==> src/mp2e_mul.sv <==
// ----------------------------------------------------------------------------
// mp2e_mul
// Shared signed 32x32 multiplier with a registered product.
// ----------------------------------------------------------------------------
module mp2e_mul (
  input  logic               clk,
  input  logic               en,
  input  logic signed [31:0] op_a,
  input  logic signed [31:0] op_b,
  output logic signed [63:0] prod
);

  always_ff @(posedge clk) begin
    if (en) begin
      prod <= op_a * op_b;
    end
  end

endmodule

==> config.mk <==
export PLATFORM = sky130hd
export DESIGN_NAME = mp2e_mul
export DESIGN_NICKNAME = d
export VERILOG_FILES = /design/src/mp2e_mul.sv
export SDC_FILE = /design/constraint.sdc
export NUM_CORES = 2
export LEC_CHECK = 0
export BUFFER_PORTS_ARGS = -buffer_cell sky130_fd_sc_hd__buf_4
export CAP_MARGIN = 20
export CORE_MARGIN = 1
export CORE_UTILIZATION = 65
export DETAILED_ROUTE_END_ITERATION = 10
export GPL_ROUTABILITY_DRIVEN = 1
export HOLD_SLACK_MARGIN = 0.12
export PLACE_DENSITY_LB_ADDON = 0.15
export SETUP_SLACK_MARGIN = 0.02
export SLEW_MARGIN = 20
export SYNTH_ARGS = -nofsm -noshare
export SYNTH_HDL_FRONTEND = slang
export SYNTH_SLANG_ARGS = --single-unit
==> constraint.sdc <==
create_clock -name clk -period 10.2 [get_ports clk]
set_input_delay 1.53 -clock clk [delete_from_list [all_inputs] [get_ports clk]]
set_output_delay 1.53 -clock clk [all_outputs]
set_load 0.03 [all_outputs]
* After elaboration in Yosys (flattened, before gate mapping)
Index checks and enable logic that the tools add are counted.
** Operators by class
- Add/subtract/negate cells :: 0
- Multiply operators :: 1
- Divide/modulo/power cells :: 0
- $lt $le $gt $ge :: 0
- Equal/unequal tests :: 0
- Shifts and indexed selects :: 0
- Mux-type cells :: 0
- Bitwise logic cells :: 0
- Reduce and logical (&&, ||, !) cells :: 0
** Operators by type and width (number)
- $mul 32x32->64 :: 1
** Word-level totals
- Bits in registers :: 64
- Bits in latches :: 0
- RAM bits :: 0
- ROM bits :: 0
- Bits of input ports :: 66
- Output and inout port bits :: 64
- Word-level logic and storage cells :: 2
- Memories :: 0

* Longest topological paths before layout
- Word-level depth :: 1
- Mapped depth :: 28

* Least setup slack after synthesis
OpenSTA, ideal clock, no wires.
- Path kind :: input-to-reg
- Start point :: input port op_b[2]
- End point :: register prod[62], data pin
- Library setup time :: 0.269 ns
- Data arrival time :: 8.658 ns
- Path slack :: 1.273 ns
- Stages on the path :: 24
- Buffers on the path :: 1
- Path through :: clkbuf_1 nand2_1 inv_1 fa_1 fa_1 fa_1 fa_1 inv_1 fa_1 inv_1 fa_1 inv_1 fa_1 inv_1 fa_1 ha_1 and3_1 nand2_1 or3_1 o22a_1 o211ai_1 a31oi_1 o31ai_1 xor2_1
** On the way
- Longest elaborated chain between the ends :: 1
** RTL lines
- start, declared :: RTL line 9 : input logic signed [31:0] op_b,
- $mul 32x32->64 :: RTL line 15 : prod <= op_a * op_b;
- end signal, assigned :: RTL line 15
- end, declared :: RTL line 10 : output logic signed [63:0] prod
Every way passes these cells.
A chain may end at the register's enable or synchronous reset.

* Worst setup path in the final report
- Start point :: input port op_a[31]
- End point :: register prod[62], data pin
** On the way
- Longest elaborated chain between the ends :: 1
** RTL lines
- start, declared :: RTL line 8 : input logic signed [31:0] op_a,
- $mul 32x32->64 :: RTL line 15
Every way passes these cells.

==> impl_results.md <==
* Vias/cell at 5.678
* Clock buffer depth at 2
* Most common flop cell mapped by yosys: edfxtp_1
* Final nets at 5164
* Synthesized cell area at 0.03788 mm^2
* Initial antenna violation count at 2
* 1st-iter DRT viols at 1651
* Worst Hold Class: input pin to flop
* HP Start: en
* CP required at 10290 ps
* Crit share post-route at 91.18%
* Cell Count, Final, Fillers Out at 4602
* Most frequent cells in the layout: fa_1, inv_1, and2_1, nand2_1, ha_1
* Drt first pass iters at 5
* Largest net degree at the start of global routing at 65
* RSZ-0062 raised after global routing: no
* N_diodes at 0
* Final min period at 9301 ps
* Biggest regs: prod (64)
* CTS root buf: clkbuf_16
* TritonCTS buffer count at 9
* Clock Sinks at 64
* Vias at 26.13k
* Die W at 243.4 um
* Cell Rows at 88
* Hold buffer count at CTS at 0
* Critical Path AT at 9390 ps
* Final HPWL DP at 77.52 mm
* Multi-input gate area at 0.03163 mm^2
* Max-Cap Viols at 0
* Crit path launch: op_a[31]
* WHS at 1787 ps
* Gates resized, CTS repair at 0
* Fmax at 107.5 MHz
* Crit path max fanout at 32
* Hold Fails Final Rpt at 0
* IO Pins at 130
* Max H-tree Level at 3
* End point of the critical path: prod[62]
* Antenna Nets Post-Route at 0
* Worst slew pin tran at 807.4 ps
* Synth cell types at 63
* Post-CTS Setup Inserts at 0
* Outcome: completed
* Largest register by flop count: prod
* Remaining DRCs at 0
* Die area at 0.05925 mm^2
* I/O Buffers at 129
* Async S/R FF share, synth at 0%
* Die Y at 243.4 um
* Average cell area after synthesis at 9.753 um^2
* Largest register FFs at 64
* Syn Inst Count at 3884
* # fillers at 4598
* Layout Utilization at 68.43%
* CP Launch Type: input pin
* GRT overflow at 0
* GRT Total Usage at 34.01%
* CTS tree: done
* Syn nets at 5216
* Commonest non-fill, non-tap cell in the layout: fa_1
* Core area at 0.05759 mm^2
* Sequential fraction of the synthesis area at 5.073%
* Routed WL per cell at 20.48 um
* Drt total wl at 94.24 mm
* Warnings, synthesis at 0
* Number of global-route vias before repair at 29.07k
* First-pass GRT wire length at 154.8 mm
* Post-Route Setup TNS at 0 ps
* Initial Util at 65.79%
* Worst setup path class: input pin to flop
* Rel. slew slack at 46.17%
* Register area at 0.001922 mm^2
* Slew Limit Fails at 0
* Setup violations, final at 0
* Dpl cells at 4586
* Area Growth Syn to Fin at 4.013%
* Gpl congestion at 0.9273
* Layout cell share with drive strength beyond 1 at 4.535%
* Clock slew seen by the registers of the worst setup and hold paths at 60 ps
* Yosys reg bits at 64
* Setup crit end kind: flop
* Number of synthesized flops with an enable pin at 64
[worst min path at each step]
stage               endpoint  slack, ps  cells past startpoint
floorplan            prod[0]       1640                      0
global placement    prod[57]       1980                      1
detailed placement  prod[42]       1980                      1
CTS                  prod[0]       1780                      2
global route         prod[0]       1800                      2
finish              prod[60]       1790                      1
[synth_stat cells, types with 2 or more instances]
cell type	number	share of area, %
o21ai_2	2	0.046
nor3_1	6	0.079
ha_1	184	6.1
a21oi_1	68	0.90
buf_2	3	0.040
a31oi_1	12	0.20
a21boi_0	3	0.059
a211oi_1	4	0.079
nand3_1	15	0.20
nor2_1	42	0.42
a21o_2	2	0.046
o21a_1	4	0.079
inv_1	952	9.4
xor2_1	22	0.51
o31ai_1	6	0.12
xnor2_1	53	1.2
nand2_1	511	5.1
fa_1	1082	57
nor2b_1	3	0.050
o211ai_1	3	0.059
edfxtp_1	64	5.1
o21bai_1	15	0.30
or3_1	4	0.066
a211oi_2	3	0.099
and2_1	516	8.5
o21ai_0	28	0.37
nand2b_1	9	0.15
buf_1	2	0.020
and4_1	3	0.069
clkbuf_1	195	1.9
nand4_1	7	0.12
a21o_1	23	0.46
o22a_1	2	0.046
and3_1	7	0.12
[through the flow]
| step | setup slack (ps) | area, um^2 |
|---|---|---|
| 2_1_floorplan | 1273 | 37880 |
| 3_3_place_gp | 789.3 | 39110 |
| 3_5_place_dp | 613.5 | 39110 |
| 4_1_cts | 972.6 | 39400 |
| 5_1_grt | 356.5 | 39400 |
| 6_report | 899.5 | 39400 |
[worst max-delay path: stages]
cell	delay (ps)
buf_4	300
nand2_1	190
inv_1	120
fa_1	390
inv_1	260
fa_1	470
inv_1	230
fa_1	500
fa_1	560
buf_4	200
inv_1	260
fa_1	560
inv_1	60
fa_1	550
inv_1	50
fa_1	480
inv_1	50
fa_1	450
ha_1	390
and3_1	210
nand2_1	70
or3_1	370
o211ai_1	520
a31oi_1	230
o31ai_1	270
xor2_1	90
[layer usage]
metal | track usage [%] | wire [um] | vias to the layer above
met5 | 0 | 12 | -
met3 | 3.558 | 5733 | 269
met4 | 15.00 | 4896 | 2
met2 | 58.35 | 48080 | 1050
li1 | - | - | 10997
met1 | 44.07 | 35520 | 13811
[kinds of logic after synthesis]
logic type | after synthesis | share of synthesized area [%]
adder cells (fa/ha/maj) | 1266 | 63.26
XOR/XNOR | 75 | 1.734
flip-flops | 64 | 5.073
AO/OA/AOI/OAI | 193 | 3.405
buffers and inverters | 1152 | 11.42
AND/OR/NAND/NOR | 1134 | 15.11
[area by class of cell]
class	instances	area share [%]
inverters	952	9.069
flip-flops and latches	64	4.877
repair buffers	137	2.610
multi-input cells	2668	80.28
clock inverters	6	0.1524
well taps	765	2.429
clock buffers	10	0.5811
Power is not shown: default switching activity piles up to over one toggle a cycle in this logic, so the estimate is an artifact.
