File: config.mk
export PLATFORM = sky130hd
export DESIGN_NAME = mp2e_div
export DESIGN_NICKNAME = d
export VERILOG_FILES = /design/src/mp2e_pkg.sv /design/src/mp2e_div.sv
export SDC_FILE = /design/constraint.sdc
export NUM_CORES = 1
export LEC_CHECK = 0
export CORE_AREA = 2 2 139 141
export CTS_BUF_LIST = sky130_fd_sc_hd__clkbuf_2 sky130_fd_sc_hd__clkbuf_4 sky130_fd_sc_hd__clkbuf_8
export DETAILED_ROUTE_END_ITERATION = 8
export DIE_AREA = 0 0 141 143
export DONT_BUFFER_PORTS = 1
export GPL_TIMING_DRIVEN = 0
export PLACE_DENSITY_LB_ADDON = 0.15
export RECOVER_POWER = 25
export SYNTH_ARGS = -nofsm -noshare
export SYNTH_HDL_FRONTEND = slang
export SYNTH_SLANG_ARGS = --single-unit
File: constraint.sdc
create_clock -name clk -period 3.3 [get_ports clk]
set_input_delay 0.165 -clock clk [delete_from_list [all_inputs] [get_ports clk]]
set_output_delay 0.165 -clock clk [all_outputs]
set_load 0.005 [all_outputs]
File: src/mp2e_pkg.sv
// ----------------------------------------------------------------------------
// mp2e_pkg
// Shared types, codes and fixed-point helpers of the MP2 energy engine.
// ----------------------------------------------------------------------------
package mp2e_pkg;

  typedef enum logic [1:0] {
    KIND_COEF,
    KIND_ENERGY,
    KIND_INTEGRAL,
    KIND_START
  } kind_t;

  typedef enum logic [3:0] {
    ST_IDLE,
    ST_READ,
    ST_MUL,
    ST_RND,
    ST_ACC,
    ST_EREAD,
    ST_DIFF,
    ST_DIFF2,
    ST_DIFFQ,
    ST_QMUL,
    ST_QSET,
    ST_DIV,
    ST_QFIN,
    ST_EACC,
    ST_OUT
  } state_t;

  localparam logic CFG_OCC   = 1'b0;
  localparam logic CFG_BASIS = 1'b1;

  localparam int IN_TDATA_W  = 48;
  localparam int OUT_TDATA_W = 72;

  localparam int NUM_W     = 79;
  localparam int DEN_W     = 34;
  localparam int DIV_STEPS = 79;

  localparam logic [2:0] RD_LAST   = 3'd4;
  localparam logic [2:0] K_D_LAST  = 3'd3;
  localparam logic [2:0] K_X_LAST  = 3'd7;

  localparam logic signed [63:0] Q64_MAX = 64'sh7fff_ffff_ffff_ffff;
  localparam logic signed [63:0] Q64_MIN = 64'sh8000_0000_0000_0000;
  localparam logic signed [64:0] C32_MAX = 65'sd2147483647;
  localparam logic signed [64:0] C32_MIN = -65'sd2147483648;

  typedef struct packed {
    logic               sat;
    logic signed [31:0] v;
  } sat32_t;

  typedef struct packed {
    logic               sat;
    logic signed [63:0] v;
  } sat64_t;

  typedef struct packed {
    logic             start;
    logic [NUM_W-1:0] num;
    logic [DEN_W-1:0] dvs;
  } div_ctl_t;

  function automatic sat32_t clamp32(input logic signed [64:0] xv);
    sat32_t r;
    r.sat = 1'b0;
    r.v   = xv[31:0];
    if (xv > C32_MAX) begin
      r.sat = 1'b1;
      r.v   = 32'sh7fff_ffff;
    end else if (xv < C32_MIN) begin
      r.sat = 1'b1;
      r.v   = 32'sh8000_0000;
    end
    return r;
  endfunction

  // q8.24 product back to q8.24, round half up
  function automatic sat32_t rnd24(input logic signed [63:0] pv);
    logic signed [64:0] t;
    t = $signed({pv[63], pv}) + 65'sd8388608;
    t = t >>> 24;
    return clamp32(t);
  endfunction

  // q8.24 times q8.24 down to q24.40
  function automatic logic signed [63:0] rnd8(input logic signed [63:0] pv);
    logic signed [64:0] t;
    t = $signed({pv[63], pv}) + 65'sd128;
    t = t >>> 8;
    return t[63:0];
  endfunction

  function automatic sat64_t addsat(input logic signed [63:0] av,
                                    input logic signed [63:0] bv);
    logic signed [64:0] s;
    sat64_t r;
    s = $signed({av[63], av}) + $signed({bv[63], bv});
    r.sat = s[64] ^ s[63];
    r.v   = r.sat ? (s[64] ? Q64_MIN : Q64_MAX) : s[63:0];
    return r;
  endfunction

  function automatic sat64_t subsat(input logic signed [63:0] av,
                                    input logic signed [63:0] bv);
    logic signed [64:0] s;
    sat64_t r;
    s = $signed({av[63], av}) - $signed({bv[63], bv});
    r.sat = s[64] ^ s[63];
    r.v   = r.sat ? (s[64] ? Q64_MIN : Q64_MAX) : s[63:0];
    return r;
  endfunction

  function automatic sat32_t to_q24(input logic signed [63:0] xv);
    logic signed [64:0] t;
    t = $signed({xv[63], xv}) >>> 16;
    t = t + $signed({64'd0, xv[15]});
    return clamp32(t);
  endfunction

endpackage

File: src/mp2e_div.sv
// ----------------------------------------------------------------------------
// mp2e_div
// Restoring unsigned divider, one quotient bit per cycle.
// ----------------------------------------------------------------------------
module mp2e_div import mp2e_pkg::*; (
  input  logic             clk,
  input  logic             rst,
  input  div_ctl_t         ctl,
  output logic             done,
  output logic [NUM_W-1:0] quo
);

  localparam int CW = $clog2(DIV_STEPS + 1);

  logic [CW-1:0]    cnt;
  logic [DEN_W-1:0] rem;
  logic [DEN_W-1:0] dvs;
  logic [DEN_W-1:0] rem_next;
  logic [DEN_W:0]   sh;
  logic [DEN_W:0]   trial;
  logic             qbit;

  always_comb begin
    sh       = {rem, quo[NUM_W-1]};
    trial    = sh - {1'b0, dvs};
    qbit     = ~trial[DEN_W];
    rem_next = qbit ? trial[DEN_W-1:0] : sh[DEN_W-1:0];
  end

  always_ff @(posedge clk) begin
    if (rst) begin
      cnt  <= '0;
      done <= 1'b0;
    end else begin
      done <= 1'b0;
      if (ctl.start) begin
        cnt <= CW'(DIV_STEPS);
      end else if (cnt != '0) begin
        cnt  <= cnt - 1'b1;
        done <= (cnt == CW'(1));
      end
    end
  end

  // quo shifts the dividend out and the quotient in
  always_ff @(posedge clk) begin
    if (ctl.start) begin
      rem <= '0;
      quo <= ctl.num;
      dvs <= ctl.dvs;
    end else if (cnt != '0) begin
      rem <= rem_next;
      quo <= {quo[NUM_W-2:0], qbit};
    end
  end

endmodule

---- After elaboration in Yosys (flattened, before gate mapping) ----
Index checks and enable logic that the tools add are counted.
storage, ports and cells
  flip-flop bits (word level) ............. 155
  latch bits .............................. 0
  RAM bits ................................ 0
  memory bits (read-only) ................. 0
  output and inout bits ................... 80
  word-level logic and storage cells ...... 20
  memories ................................ 0
operators by class
  $add $sub $neg .......................... 2
  $mul .................................... 0
  div/mod/pow operators ................... 0
  order comparisons ....................... 0
  equal/unequal tests ..................... 1
  shifts and indexed selects .............. 0
  multiplexer cells ....................... 5
  bitwise gates (word level) .............. 2
  reduce and logical (&&, ||, !) cells .... 4
operator list
  cell                 count
  $mux 79              2
  $sub 35x34->35       1
  $mux 34              1
  $mux 7               2
  $eq 7x1->1 const B   1
  $reduce_bool 7->1    1
  $sub 7x1->7 const B  1
  $reduce_or 3->1      1
  $not 1->1            2
  $reduce_bool 2->1    1
  $reduce_or 2->1      1

---- Logic depth before layout (Yosys ltp) ----
Gate-level depths: netlist of the first run.
  word-level depth ........................ 4
  gate-level depth with buffers ........... 14

---- Worst setup path before layout of the first run ----
OpenSTA, ideal clock, no wires.
  path type ............................... register to register
  from .................................... register quo[78]
  to ...................................... register rem[4]
  data arrival time ....................... 2.953 ns
  required time ........................... 3.211 ns
  slack ................................... 0.259 ns
  cell stages (with the launch flop) ...... 15
  buffers on the path ..................... 1
  period minus slack after synthesis ...... 3.041 ns
  cells stage by stage .................... edfxtp_1 > inv_1 > ha_1 > inv_1 > fa_1 > a211oi_2 > o21bai_2 > a221oi_4 > nor4_2 > nor2_2 > a41o_4 > xnor2_4 > buf_4 > o211ai_1 > a311oi_2
on the way
  longest elaborated chain between the ends .. 2
RTL lines
  item                    RTL line        source
  from (decl)             mp2e_div.sv:10  output logic [NUM_W-1:0] quo
  from (signal assigned)  mp2e_div.sv:49  quo <= ctl.num;
  from (signal assigned)  mp2e_div.sv:53  quo <= {quo[NUM_W-2:0], qbit};
  $sub 35x34->35          mp2e_div.sv:25  trial = sh - {1'b0, dvs};
  $mux 34                 mp2e_div.sv:27  rem_next = qbit ? trial[DEN_W-1:0] : sh[DEN_W-1:0];
  to (signal assigned)    mp2e_div.sv:52  rem <= rem_next;
  to (decl)               mp2e_div.sv:16  logic [DEN_W-1:0] rem;
Every way passes these cells.
A chain may end at the register's enable or synchronous reset.

---- Worst setup path after layout of the first run ----
  from .................................... register quo[78]
  to ...................................... register rem[31]
The elaborated chain is that of the path after synthesis.

==> results of run 1 <==
[critical path, stage by stage (launching register included)]
cell and delay, ns:
sky130_fd_sc_hd__edfxtp_1 0.47, sky130_fd_sc_hd__inv_1 0.09, sky130_fd_sc_hd__ha_2 0.18, sky130_fd_sc_hd__inv_2 0.04, sky130_fd_sc_hd__fa_2 0.38, sky130_fd_sc_hd__a211oi_4 0.24, sky130_fd_sc_hd__o21bai_2 0.13, sky130_fd_sc_hd__a221oi_4 0.27
sky130_fd_sc_hd__nor4_2 0.07, sky130_fd_sc_hd__nor2_2 0.20, sky130_fd_sc_hd__a41o_4 0.34, sky130_fd_sc_hd__xor2_4 0.13, sky130_fd_sc_hd__buf_4 0.17, sky130_fd_sc_hd__a311o_1 0.28, sky130_fd_sc_hd__a311oi_2 0.23
[what timing repair did]
item / CTS / global route
setup buffers: 7 / 1
resized for setup: 13 / 7
endpoints found under the hold margin: 147 / 0
gates cloned: 1 / 0
hold buffers: 114 / 0
pin swaps: 9 / 8
endpoints found under the setup margin: 34 / 34
[metal layers]
layer / vias up / wire, um
met5: - / 0
li1: 2961 / -
met4: 0 / 185
met1: 3011 / 9080
met3: 12 / 1370
met2: 200 / 10800
[cell usage after synthesis, drive strengths merged (3+ instances only)]
| cell | n | area (um2) |
|---|---|---|
| a21o | 12 | 91.3 |
| a211o | 3 | 26.3 |
| nor3 | 15 | 75.1 |
| xor2 | 12 | 124 |
| ha | 37 | 463 |
| mux2i | 7 | 70.1 |
| nor4 | 4 | 31.3 |
| a21oi | 39 | 195 |
| a211oi | 13 | 153 |
| o21bai | 4 | 33.8 |
| nor2 | 57 | 216 |
| nand2b | 5 | 31.3 |
| nor2b | 3 | 18.8 |
| clkbuf | 26 | 97.6 |
| dfxtp | 42 | 841 |
| mux2 | 78 | 878 |
| inv | 50 | 188 |
| buf | 11 | 83.8 |
| xnor2 | 17 | 168 |
| edfxtp | 113 | 3390 |
| a31oi | 4 | 25.0 |
| a311oi | 20 | 300 |
| o21ai | 24 | 124 |
| nand4 | 7 | 43.8 |
| nand2 | 70 | 265 |
| nand3b | 6 | 45.0 |
| or3 | 7 | 43.8 |
| nand3 | 11 | 55.1 |
[state kept, by name, summed over array words and instances, names as in the netlist]
signal,cells
done,1
cnt,7
rem,34
quo,79
dvs,34
[final cells by class]
type	count	area (um2)
inverters	50	190
flip-flops and latches	155	4230
multi-input cells	486	3820
plain buffers	37	201
clock buffers	18	241
repair buffers	123	1220
clock inverters	14	148
well taps	234	293
fillers	1593	8230
[cells by family after synthesis]
| logic type | Yosys count | share of synthesized area |
|---|---|---|
| DFF | 155 | 0.505 |
| adders and majority gates | 38 | 0.0576 |
| and+or+nand+nor | 193 | 0.106 |
| buffers and inverters | 87 | 0.0440 |
| muxes | 85 | 0.113 |
| xor gates and xnor gates | 29 | 0.0348 |
| AOI/OAI and AO/OA | 141 | 0.140 |
[final timing paths]
check | cells after the start | from | slack, ns | to
max | 14 | quo[78] | -0.01 | rem[31]
min | 2 | rst | 0.06 | cnt[6]
max reg2reg | 14 | quo[78] | -0.01 | rem[31]
min reg2reg | 2 | rem[2] | 0.51 | rem[2]
[metrics by stage]
stage	total power, W	hold slack, ns	TNS [ns]
2_1_floorplan	0.00372	0.264	0
3_3_place_gp	0.00403	0.264	-57.65
3_5_place_dp	0.00406	0.264	-7.68
4_1_cts	0.00570	0.0244	-2.63
5_1_grt	0.00601	0.0523	-4.93
6_report	0.00569	0.0604	-0.0235
[power groups by stage]
stage / logic (W) / clock network [W] / registers (W)
3_5_place_dp: 0.00142 / 0 / 0.00265
3_3_place_gp: 0.00138 / 0 / 0.00265
4_1_cts: 0.00160 / 0.00148 / 0.00261
2_1_floorplan: 0.00115 / 0 / 0.00257
5_1_grt: 0.00180 / 0.00156 / 0.00265
6_report: 0.00163 / 0.00144 / 0.00261
==> Flow_metrics.wiki, run 1 <==
{| class="wikitable"
! Metric !! Value
|-
| Die X || 141 um
|-
| Y dimension of the die || 143 um
|-
| Number of distinct library cell variants in the gate-level netlist after synthesis || 66
|-
| First-pass GRT wire length || 33800 um
|-
| Highest attainable clock frequency || 302 MHz
|-
| Final critical-path share of the clock period || 1.00
|-
| Global-route track usage on met3 || 0.0654
|-
| DIE AREA || 20200 um2
|-
| Largest net degree at the start of global routing || 80
|-
| Hold Path Class || in -> reg
|-
| Most crowded layer after global routing || met2
|-
| Fraction of layout cells with a size suffix above 1 || 0.208
|-
| GRT Total Usage || 0.215
|-
| Worst slack after detailed placement || -0.261 ns
|-
| M1 GR Usage || 0.266
|-
| Number of pins exceeding their max-slew limit in the final report || 35
|-
| Final std cells w/o fill || 1117
|-
| Pin slew with the least headroom to its limit || 2.01 ns
|-
| DRC violation total after the first TritonRoute iteration || 376
|-
| Remaining antenna violation count || 0
|-
| Fraction of registers with async set/reset || 0
|-
| Violated checks || capacitance limit, slew limit, setup timing
|-
| Reg clk slew, reported paths || 0.10 ns
|-
| Area Overhead vs Synth || 23.4%
|-
| Fin nets || 1024
|-
| Final setup margin || -0.0115 ns
|-
| Synthesized netlist cell count || 728
|-
| Power density normalized to cell area || 549 nW/um2
|-
| Clock sinks || 155
|-
| EDFF count, synth || 113
|-
| RSZ-0062 raised after global routing || yes
|-
| Drt pass-1 iters || 7
|-
| Combinational group share of total power || 0.287
|-
| Switching part of the total power || 0.344
|-
| Post-synthesis sequential area ratio || 0.505
|-
| Largest buffer count on any clock path || 2
|-
| P_sw || 0.00195 W
|-
| Critical Setup Path Class || reg -> reg
|-
| CP Capture Type || register
|-
| Detailed-route vias per instance || 5.54
|-
| Post-layout utilization of the core || 0.557
|-
| Static leakage power || 4.03 nW
|-
| Clock network power share || 0.253
|-
| Rel. slew slack || -0.338
|-
| Post-synth top flop || sky130_fd_sc_hd__edfxtp_1
|-
| WL final || 21400 um
|-
| Clock tree from TritonCTS || yes
|-
| Clock latency of the later-clocked register in the worst-skew pair || 0.46 ns
|-
| Count of pins on the block boundary || 196
|-
| # DRC || 0
|-
| Required @ worst endpoint || 3.67 ns
|-
| Synthesized area divided by synthesized cell count || 11.5 um2
|-
| Kind of start point of the critical path || register
|-
| Final instance area || 10400 um2
|-
| Met2 routing resource usage after global routing || 0.372
|-
| Final number of setup-violating endpoints || 4
|-
| Initial Util || 0.452
|-
| Syn. warnings || 0
|-
| Placed instance area || 8680 um2
|-
| Routed WL per cell || 19.2 um
|-
| Initial antenna violation count || 0
|-
| Placed Cells incl. Taps || 962
|-
| Post-detailed-placement half-perimeter wirelength || 14500 um
|-
| Global placement routability congestion || 0.886
|-
| Total via count in the routed design || 6184
|-
| Number of failing hold endpoints at the final stage || 0
|-
| Most frequent cells in the layout || sky130_fd_sc_hd__edfxtp_1 (113), sky130_fd_sc_hd__dlygate4sd3_1 (113), sky130_fd_sc_hd__mux2_2 (78), sky130_fd_sc_hd__nand2_1 (69), sky130_fd_sc_hd__nor2_1 (55)
|-
| Worst Clk Skew || 0.0154 ns
|-
| Number of antenna diodes || 0
|-
| Sequential power share || 0.460
|-
| Number of placement rows || 50
|-
| Vias in the first global route || 6442
|-
| Cell area after synthesis || 8390 um2
|-
| Number of max-cap violations || 1
|-
| Worst VDD drop || 0.269 mV
|-
| Worst endpoint data arrival time || 3.68 ns
|-
| Root buf cell || sky130_fd_sc_hd__clkbuf_8
|-
| Net count after synthesis || 882
|-
| Depth of the CTS H-tree || 4
|-
| Worst-path maximum fanout || 4
|-
| Run status || complete, but fails checks
|-
| Global route total overflow || 0
|-
| Power Internal || 0.00373 W
|-
| Total of flip-flops plus latches after synthesis || 155
|-
| Number of buffers created by CTS || 17
|-
| Shortest period the worst path allows || 3.31 ns
|-
| Area of the placeable core || 18600 um2
|-
| Number of input and output port buffers inserted || 0
|}
(Power assumes the default switching activity.)
==> run 2, diff against run 1 <==
clock period = 2.7 ns   (was 3.3 ns; I/O delays follow)
==> run 2 against run 1 <==
Against the previous run:
- the flow still finishes with violations (capacitance limit, slew limit, setup timing)
- flip-flop and latch count did not move
- global-route usage grew 0.43 points
- setup slack got worse by 0.56 ns
- power rose by 24%
- fmax grew 1.1%
- cell count rose by 1.2%
- clock power rose by 24%
- cell area rose by 1.7%
- largest cell class unchanged
- highest routed layer unchanged
==> Flow_metrics.wiki, run 2 (synthesized netlist as in run 1, its figures left out) <==
{| class="wikitable"
! Metric !! Value
|-
| Fraction of layout cells with a size suffix above 1 || 0.220
|-
| Fillcell total || 1567
|-
| DIE AREA || 20200 um2
|-
| Largest regs || quo (79), dvs (34), rem (34)
|-
| Commonest non-fill, non-tap cell in the layout || sky130_fd_sc_hd__dlygate4sd3_1
|-
| Initial antenna violation count || 0
|-
| Vias in the first global route || 6515
|-
| Area Overhead vs Synth || 25.5%
|-
| Rel. slew slack || -0.366
|-
| Hold Path Class || in -> reg
|-
| Most frequent cells in the layout || sky130_fd_sc_hd__dlygate4sd3_1 (114), sky130_fd_sc_hd__edfxtp_1 (113), sky130_fd_sc_hd__mux2_2 (78), sky130_fd_sc_hd__nand2_1 (67), sky130_fd_sc_hd__nor2_1 (53)
|-
| M1 GR Usage || 0.271
|-
| GRT Total Usage || 0.220
|-
| Detailed-route vias per instance || 5.55
|-
| Number of buffers created by CTS || 17
|-
| Static leakage power || 4.12 nW
|-
| Worst-path maximum fanout || 5
|-
| Largest register FFs || 79
|-
| Shortest period the worst path allows || 3.27 ns
|-
| P_sw || 0.00244 W
|-
| Number of max-cap violations || 1
|-
| Kind of start point of the critical path || register
|-
| Post-detailed-placement half-perimeter wirelength || 14700 um
|-
| Number of pins exceeding their max-slew limit in the final report || 35
|-
| Global route total overflow || 0
|-
| Number of placement rows || 50
|-
| Clock tree from TritonCTS || yes
|-
| Routed WL per cell || 19.2 um
|-
| DRC violation total after the first TritonRoute iteration || 411
|-
| Clock sinks || 155
|-
| Final setup margin || -0.575 ns
|-
| Sequential power share || 0.453
|-
| Overall power || 0.00705 W
|-
| Power Internal || 0.00461 W
|-
| Required @ worst endpoint || 3.08 ns
|-
| Remaining antenna violation count || 0
|-
| Highest attainable clock frequency || 305 MHz
|-
| Total via count in the routed design || 6276
|-
| Pin slew with the least headroom to its limit || 2.05 ns
|-
| Clock latency of the later-clocked register in the worst-skew pair || 0.47 ns
|-
| Final critical-path share of the clock period || 1.21
|-
| Most crowded layer after global routing || met2
|-
| Clock network power share || 0.253
|-
| Worst Clk Skew || 0.0225 ns
|-
| Worst VDD drop || 0.542 mV
|-
| Global placement routability congestion || 0.899
|-
| Depth of the CTS H-tree || 4
|-
| Final number of setup-violating endpoints || 35
|-
| Number of input and output port buffers inserted || 0
|-
| Power density normalized to cell area || 670 nW/um2
|-
| Number of failing hold endpoints at the final stage || 0
|-
| Root buf cell || sky130_fd_sc_hd__clkbuf_8
|-
| Fin Setup TNS || -18.89 ns
|-
| Post-layout utilization of the core || 0.567
|-
| Area of the placeable core || 18600 um2
|-
| Register ranked first by flip-flop count || quo
|-
| Violated checks || capacitance limit, slew limit, setup timing
|-
| Fin nets || 1037
|-
| RSZ-0062 raised after global routing || yes
|-
| Reg clk slew, reported paths || 0.10 ns
|-
| Drt pass-1 iters || 5
|-
| Initial Util || 0.452
|-
| Worst endpoint data arrival time || 3.65 ns
|-
| Largest buffer count on any clock path || 2
|-
| First-pass GRT wire length || 34600 um
|-
| Global-route track usage on met3 || 0.0704
|-
| Met2 routing resource usage after global routing || 0.372
|-
| Die X || 141 um
|-
| Hold Slack || 0.0403 ns
|-
| CP Capture Type || register
|-
| Critical Setup Path Class || reg -> reg
|-
| Number of antenna diodes || 0
|-
| Y dimension of the die || 143 um
|-
| Run status || complete, but fails checks
|-
| Switching part of the total power || 0.346
|-
| Count of pins on the block boundary || 196
|-
| # DRC || 0
|-
| WL final || 21700 um
|-
| Combinational group share of total power || 0.294
|-
| Largest net degree at the start of global routing || 48
|}
## run 2: changes by cell type in the layout (fill, tap and decap cells not counted), moves of 2 or more
cell / delta
sky130_fd_sc_hd__buf_12: +3
sky130_fd_sc_hd__nor2_1: -2
sky130_fd_sc_hd__nand2_1: -2
sky130_fd_sc_hd__a21oi_1: +2
sky130_fd_sc_hd__buf_4: +6
sky130_fd_sc_hd__a21oi_2: -2
sky130_fd_sc_hd__buf_2: +2
sky130_fd_sc_hd__clkinv_8: +2
sky130_fd_sc_hd__o21ai_0: -2
sky130_fd_sc_hd__nor2_4: +2
sky130_fd_sc_hd__o21ai_1: +3
## run 2: path summary, 6_finish.rpt
kind                              start  cells past startpoint       to  slack, ns
worst max-delay path            quo[78]                     15  rem[18]      -0.57
worst min-delay path                rst                      2   cnt[0]       0.04
worst max register to register  quo[78]                     15  rem[18]      -0.57
worst min register to register   rem[2]                      2   rem[2]       0.50
## run 2: power groups by stage
stage	registers [W]	clock network, W	logic (W)
floorplan	0.00314	0	0.00143
detailed placement	0.00324	0	0.00174
finish	0.00320	0.00178	0.00207
CTS	0.00319	0.00182	0.00200
global route	0.00324	0.00192	0.00228
global placement	0.00324	0	0.00171
## run 2: critical path: stages (launching register included)
cell and delay [ns]:
sky130_fd_sc_hd__edfxtp_1 0.48, sky130_fd_sc_hd__inv_1 0.10, sky130_fd_sc_hd__ha_2 0.18, sky130_fd_sc_hd__inv_2 0.04, sky130_fd_sc_hd__fa_2 0.36, sky130_fd_sc_hd__a211oi_4 0.24
sky130_fd_sc_hd__o21bai_2 0.12, sky130_fd_sc_hd__a221oi_4 0.32, sky130_fd_sc_hd__nor4_4 0.07, sky130_fd_sc_hd__nor2_2 0.16, sky130_fd_sc_hd__a41o_4 0.30, sky130_fd_sc_hd__xor2_4 0.22
sky130_fd_sc_hd__buf_12 0.15, sky130_fd_sc_hd__buf_4 0.15, sky130_fd_sc_hd__nand2_1 0.07, sky130_fd_sc_hd__a311oi_2 0.23
## run 2: layer usage
layer	wire length, um	vias up
li1	-	2999
met4	252	0
met1	9230	3037
met3	1610	21
met5	0	-
met2	10600	219
## run 2: per-stage QoR
| stage | area (um2) | cells | worst slack (ns) |
|---|---|---|---|
| 6_report | 10500 | 1130 | -0.575 |
| 5_1_grt | 10500 | 1130 | -0.693 |
| 4_1_cts | 10500 | 1126 | -0.588 |
| 3_5_place_dp | 8750 | 963 | -0.856 |
| 3_3_place_gp | 8730 | 962 | -0.843 |
| 2_1_floorplan | 8430 | 728 | -0.293 |
## run 2: final cells by class
class,count,area (um2),area share
clock buffers,17,234,0.0222
multi-input cells,486,3850,0.365
repair buffers,135,1350,0.128
plain buffers,37,205,0.0195
flip-flops and latches,155,4230,0.402
clock inverters,15,169,0.0160
inverters,50,191,0.0182
repair inverters,1,7.51,0.000713
well taps,234,293,0.0278
## run 2: what timing repair did
action,in CTS,in global routing
hold buffers,114,1
buffers inserted,11,3
pin swaps,5,3
gates cloned,6,0
resized for setup,6,14
hold endpoints to repair,147,1
setup endpoints to repair,82,51
==> run 3, diff against run 2 <==
CTS_BUF_LIST = not set   (was sky130_fd_sc_hd__clkbuf_2 sky130_fd_sc_hd__clkbuf_4 sky130_fd_sc_hd__clkbuf_8)
==> run 3 against run 2 <==
Against the previous run:
- the run still ends with capacitance limit, slew limit, setup timing left
- sequential share of layout area shrank 0.78 points
- routed wire length fell by 0.69%
- fmax is 0.14% higher
- global-route usage decreased by 0.21 points
- flip-flop and latch count stayed put
- critical path depth stayed put
- combinational power is essentially flat
- clock power is 34% higher
- sequential power barely moved
- register-to-register slack about the same
- worst hold slack gained 0.041 ns
- largest power group unchanged
==> Flow_metrics.wiki, run 3 (synthesized netlist as in run 1, its figures left out) <==
{| class="wikitable"
! Metric !! Value
|-
| Number of input and output port buffers inserted || 0
|-
| Hold Slack || 0.0809 ns
|-
| Run status || complete, but fails checks
|-
| Largest buffer count on any clock path || 2
|-
| First-pass GRT wire length || 34300 um
|-
| Global placement routability congestion || 0.899
|-
| CP Capture Type || register
|-
| Worst-path maximum fanout || 7
|-
| Placed instance area || 8750 um2
|-
| DIE AREA || 20200 um2
|-
| Clock sinks || 155
|-
| Largest regs || quo (79), dvs (34), rem (34)
|-
| # DRC || 0
|-
| Detailed-route vias per instance || 5.57
|-
| Total via count in the routed design || 6282
|-
| Beginning of the critical path || quo[78]
|-
| Violated checks || capacitance limit, slew limit, setup timing
|-
| Count of pins on the block boundary || 196
|-
| Switching part of the total power || 0.326
|-
| GRT Total Usage || 0.218
|-
| Most frequent cells in the layout || sky130_fd_sc_hd__edfxtp_1 (113), sky130_fd_sc_hd__dlygate4sd3_1 (113), sky130_fd_sc_hd__mux2_2 (78), sky130_fd_sc_hd__nand2_1 (65), sky130_fd_sc_hd__nor2_1 (53)
|-
| Initial antenna violation count || 0
|-
| Worst VDD drop || 0.439 mV
|-
| Final number of setup-violating endpoints || 35
|-
| Global route total overflow || 0
|-
| Number of failing hold endpoints at the final stage || 0
|-
| Sequential power share || 0.417
|-
| Drt pass-1 iters || 5
|-
| Die X || 141 um
|-
| Rel. slew slack || -0.330
|-
| Vias in the first global route || 6474
|-
| Fraction of layout cells with a size suffix above 1 || 0.227
|-
| Startpoint of the worst register-to-register path || quo[78]
|-
| Highest attainable clock frequency || 306 MHz
|-
| RSZ-0062 raised after global routing || yes
|-
| Area of the placeable core || 18600 um2
|-
| Total area of multi-input combinational cells || 3860 um2
|-
| Depth of the CTS H-tree || 4
|-
| Number of antenna diodes || 0
|-
| Required @ worst endpoint || 3.03 ns
|-
| Power density normalized to cell area || 715 nW/um2
|-
| Power Internal || 0.00517 W
|-
| Shortest period the worst path allows || 3.27 ns
|-
| Number of pins exceeding their max-slew limit in the final report || 35
|-
| WL final || 21600 um
|-
| Initial Util || 0.452
|-
| Final setup margin || -0.570 ns
|-
| Worst endpoint data arrival time || 3.60 ns
|-
| Area Overhead vs Synth || 28.0%
|-
| Y dimension of the die || 143 um
|-
| Number of placement rows || 50
|-
| Number of buffers created by CTS || 17
|-
| Fillcell total || 1551
|-
| P_sw || 0.00250 W
|-
| Root buf cell || sky130_fd_sc_hd__clkbuf_16
|-
| Largest net degree at the start of global routing || 48
|-
| Static leakage power || 4.21 nW
|-
| Kind of start point of the critical path || register
|-
| Clock latency of the later-clocked register in the worst-skew pair || 0.43 ns
|-
| Hold Path Class || in -> reg
|-
| Worst Clk Skew || 0.0164 ns
|-
| Clock network power share || 0.311
|-
| Pin slew with the least headroom to its limit || 1.99 ns
|-
| Fin Setup TNS || -18.09 ns
|-
| DRC violation total after the first TritonRoute iteration || 374
|-
| Post-detailed-placement half-perimeter wirelength || 14700 um
|-
| Final critical-path share of the clock period || 1.21
|-
| Number of max-cap violations || 1
|-
| Fin nets || 1035
|-
| Min-delay src || rst
|-
| Critical Setup Path Class || reg -> reg
|-
| Routed WL per cell || 19.1 um
|-
| Register ranked first by flip-flop count || quo
|-
| Sequential Area || 4230 um2
|-
| Reg clk slew, reported paths || 0.07 ns
|-
| Clock tree from TritonCTS || yes
|-
| Combinational group share of total power || 0.272
|-
| Final instance area || 10700 um2
|-
| Largest register FFs || 79
|-
| Remaining antenna violation count || 0
|}
[run 3: repair_timing]
item	in CTS	in global routing
hold endpoints to repair	147	0
hold buffers	114	0
pin swaps	7	6
cloned	4	1
buffers inserted	11	4
endpoints found under the setup margin	82	51
resized for setup	17	14
[run 3: metal layers]
layer,GRT usage,wire (um),up-vias
met2,0.365,10400,229
met1,0.272,9180,3036
met4,0.0653,289,0
met3,0.0657,1650,21
li1,-,-,2996
met5,0,0,-
[run 3: cell type report]
| class | instances | area share |
|---|---|---|
| Multi-Input combinational cell | 486 | 0.360 |
| Clock inverter | 15 | 0.0157 |
| Buffer | 36 | 0.0198 |
| Clock buffer | 17 | 0.0396 |
| Timing Repair Buffer | 134 | 0.125 |
| Timing Repair inverter | 1 | 0.000699 |
| Tap cell | 234 | 0.0273 |
| Sequential cell | 155 | 0.394 |
| Inverter | 50 | 0.0178 |
[run 3: power by group through the flow]
stage | sequential [W] | combinational (W) | clock, W
floorplan | 0.00314 | 0.00143 | 0
global route | 0.00324 | 0.00230 | 0.00254
finish | 0.00320 | 0.00209 | 0.00239
detailed placement | 0.00324 | 0.00174 | 0
global placement | 0.00324 | 0.00171 | 0
CTS | 0.00320 | 0.00199 | 0.00244
[run 3: stage by stage]
stage / utilization / total power, W / worst slack (ns) / cells
6_report: 0.578 / 0.00767 / -0.570 / 1128
5_1_grt: 0.578 / 0.00808 / -0.690 / 1128
4_1_cts: 0.573 / 0.00762 / -0.570 / 1124
3_5_place_dp: 0.471 / 0.00498 / -0.856 / 963
3_3_place_gp: 0.470 / 0.00495 / -0.843 / 962
2_1_floorplan: - / 0.00456 / -0.293 / 728
[run 3: path summary, 6_finish.rpt]
kind / cells after the start / slack [ns] / end
worst max-delay path: 15 / -0.57 / rem[4]
worst min register to register: 2 / 0.50 / rem[19]
worst max register to register: 15 / -0.57 / rem[4]
worst min-delay path: 2 / 0.08 / cnt[0]
[run 3: worst max-delay path, cell delays in order (launching register included)]
cell and delay [ns]:
sky130_fd_sc_hd__edfxtp_1 0.48, sky130_fd_sc_hd__inv_1 0.10, sky130_fd_sc_hd__ha_2 0.18, sky130_fd_sc_hd__inv_2 0.04
sky130_fd_sc_hd__fa_2 0.36, sky130_fd_sc_hd__a211oi_4 0.25, sky130_fd_sc_hd__o21bai_2 0.12, sky130_fd_sc_hd__a221oi_4 0.28
sky130_fd_sc_hd__nor4_2 0.08, sky130_fd_sc_hd__nor2_2 0.16, sky130_fd_sc_hd__a41o_4 0.30, sky130_fd_sc_hd__xnor2_4 0.14
sky130_fd_sc_hd__buf_12 0.16, sky130_fd_sc_hd__buf_8 0.14, sky130_fd_sc_hd__o211ai_1 0.11, sky130_fd_sc_hd__a311oi_2 0.26
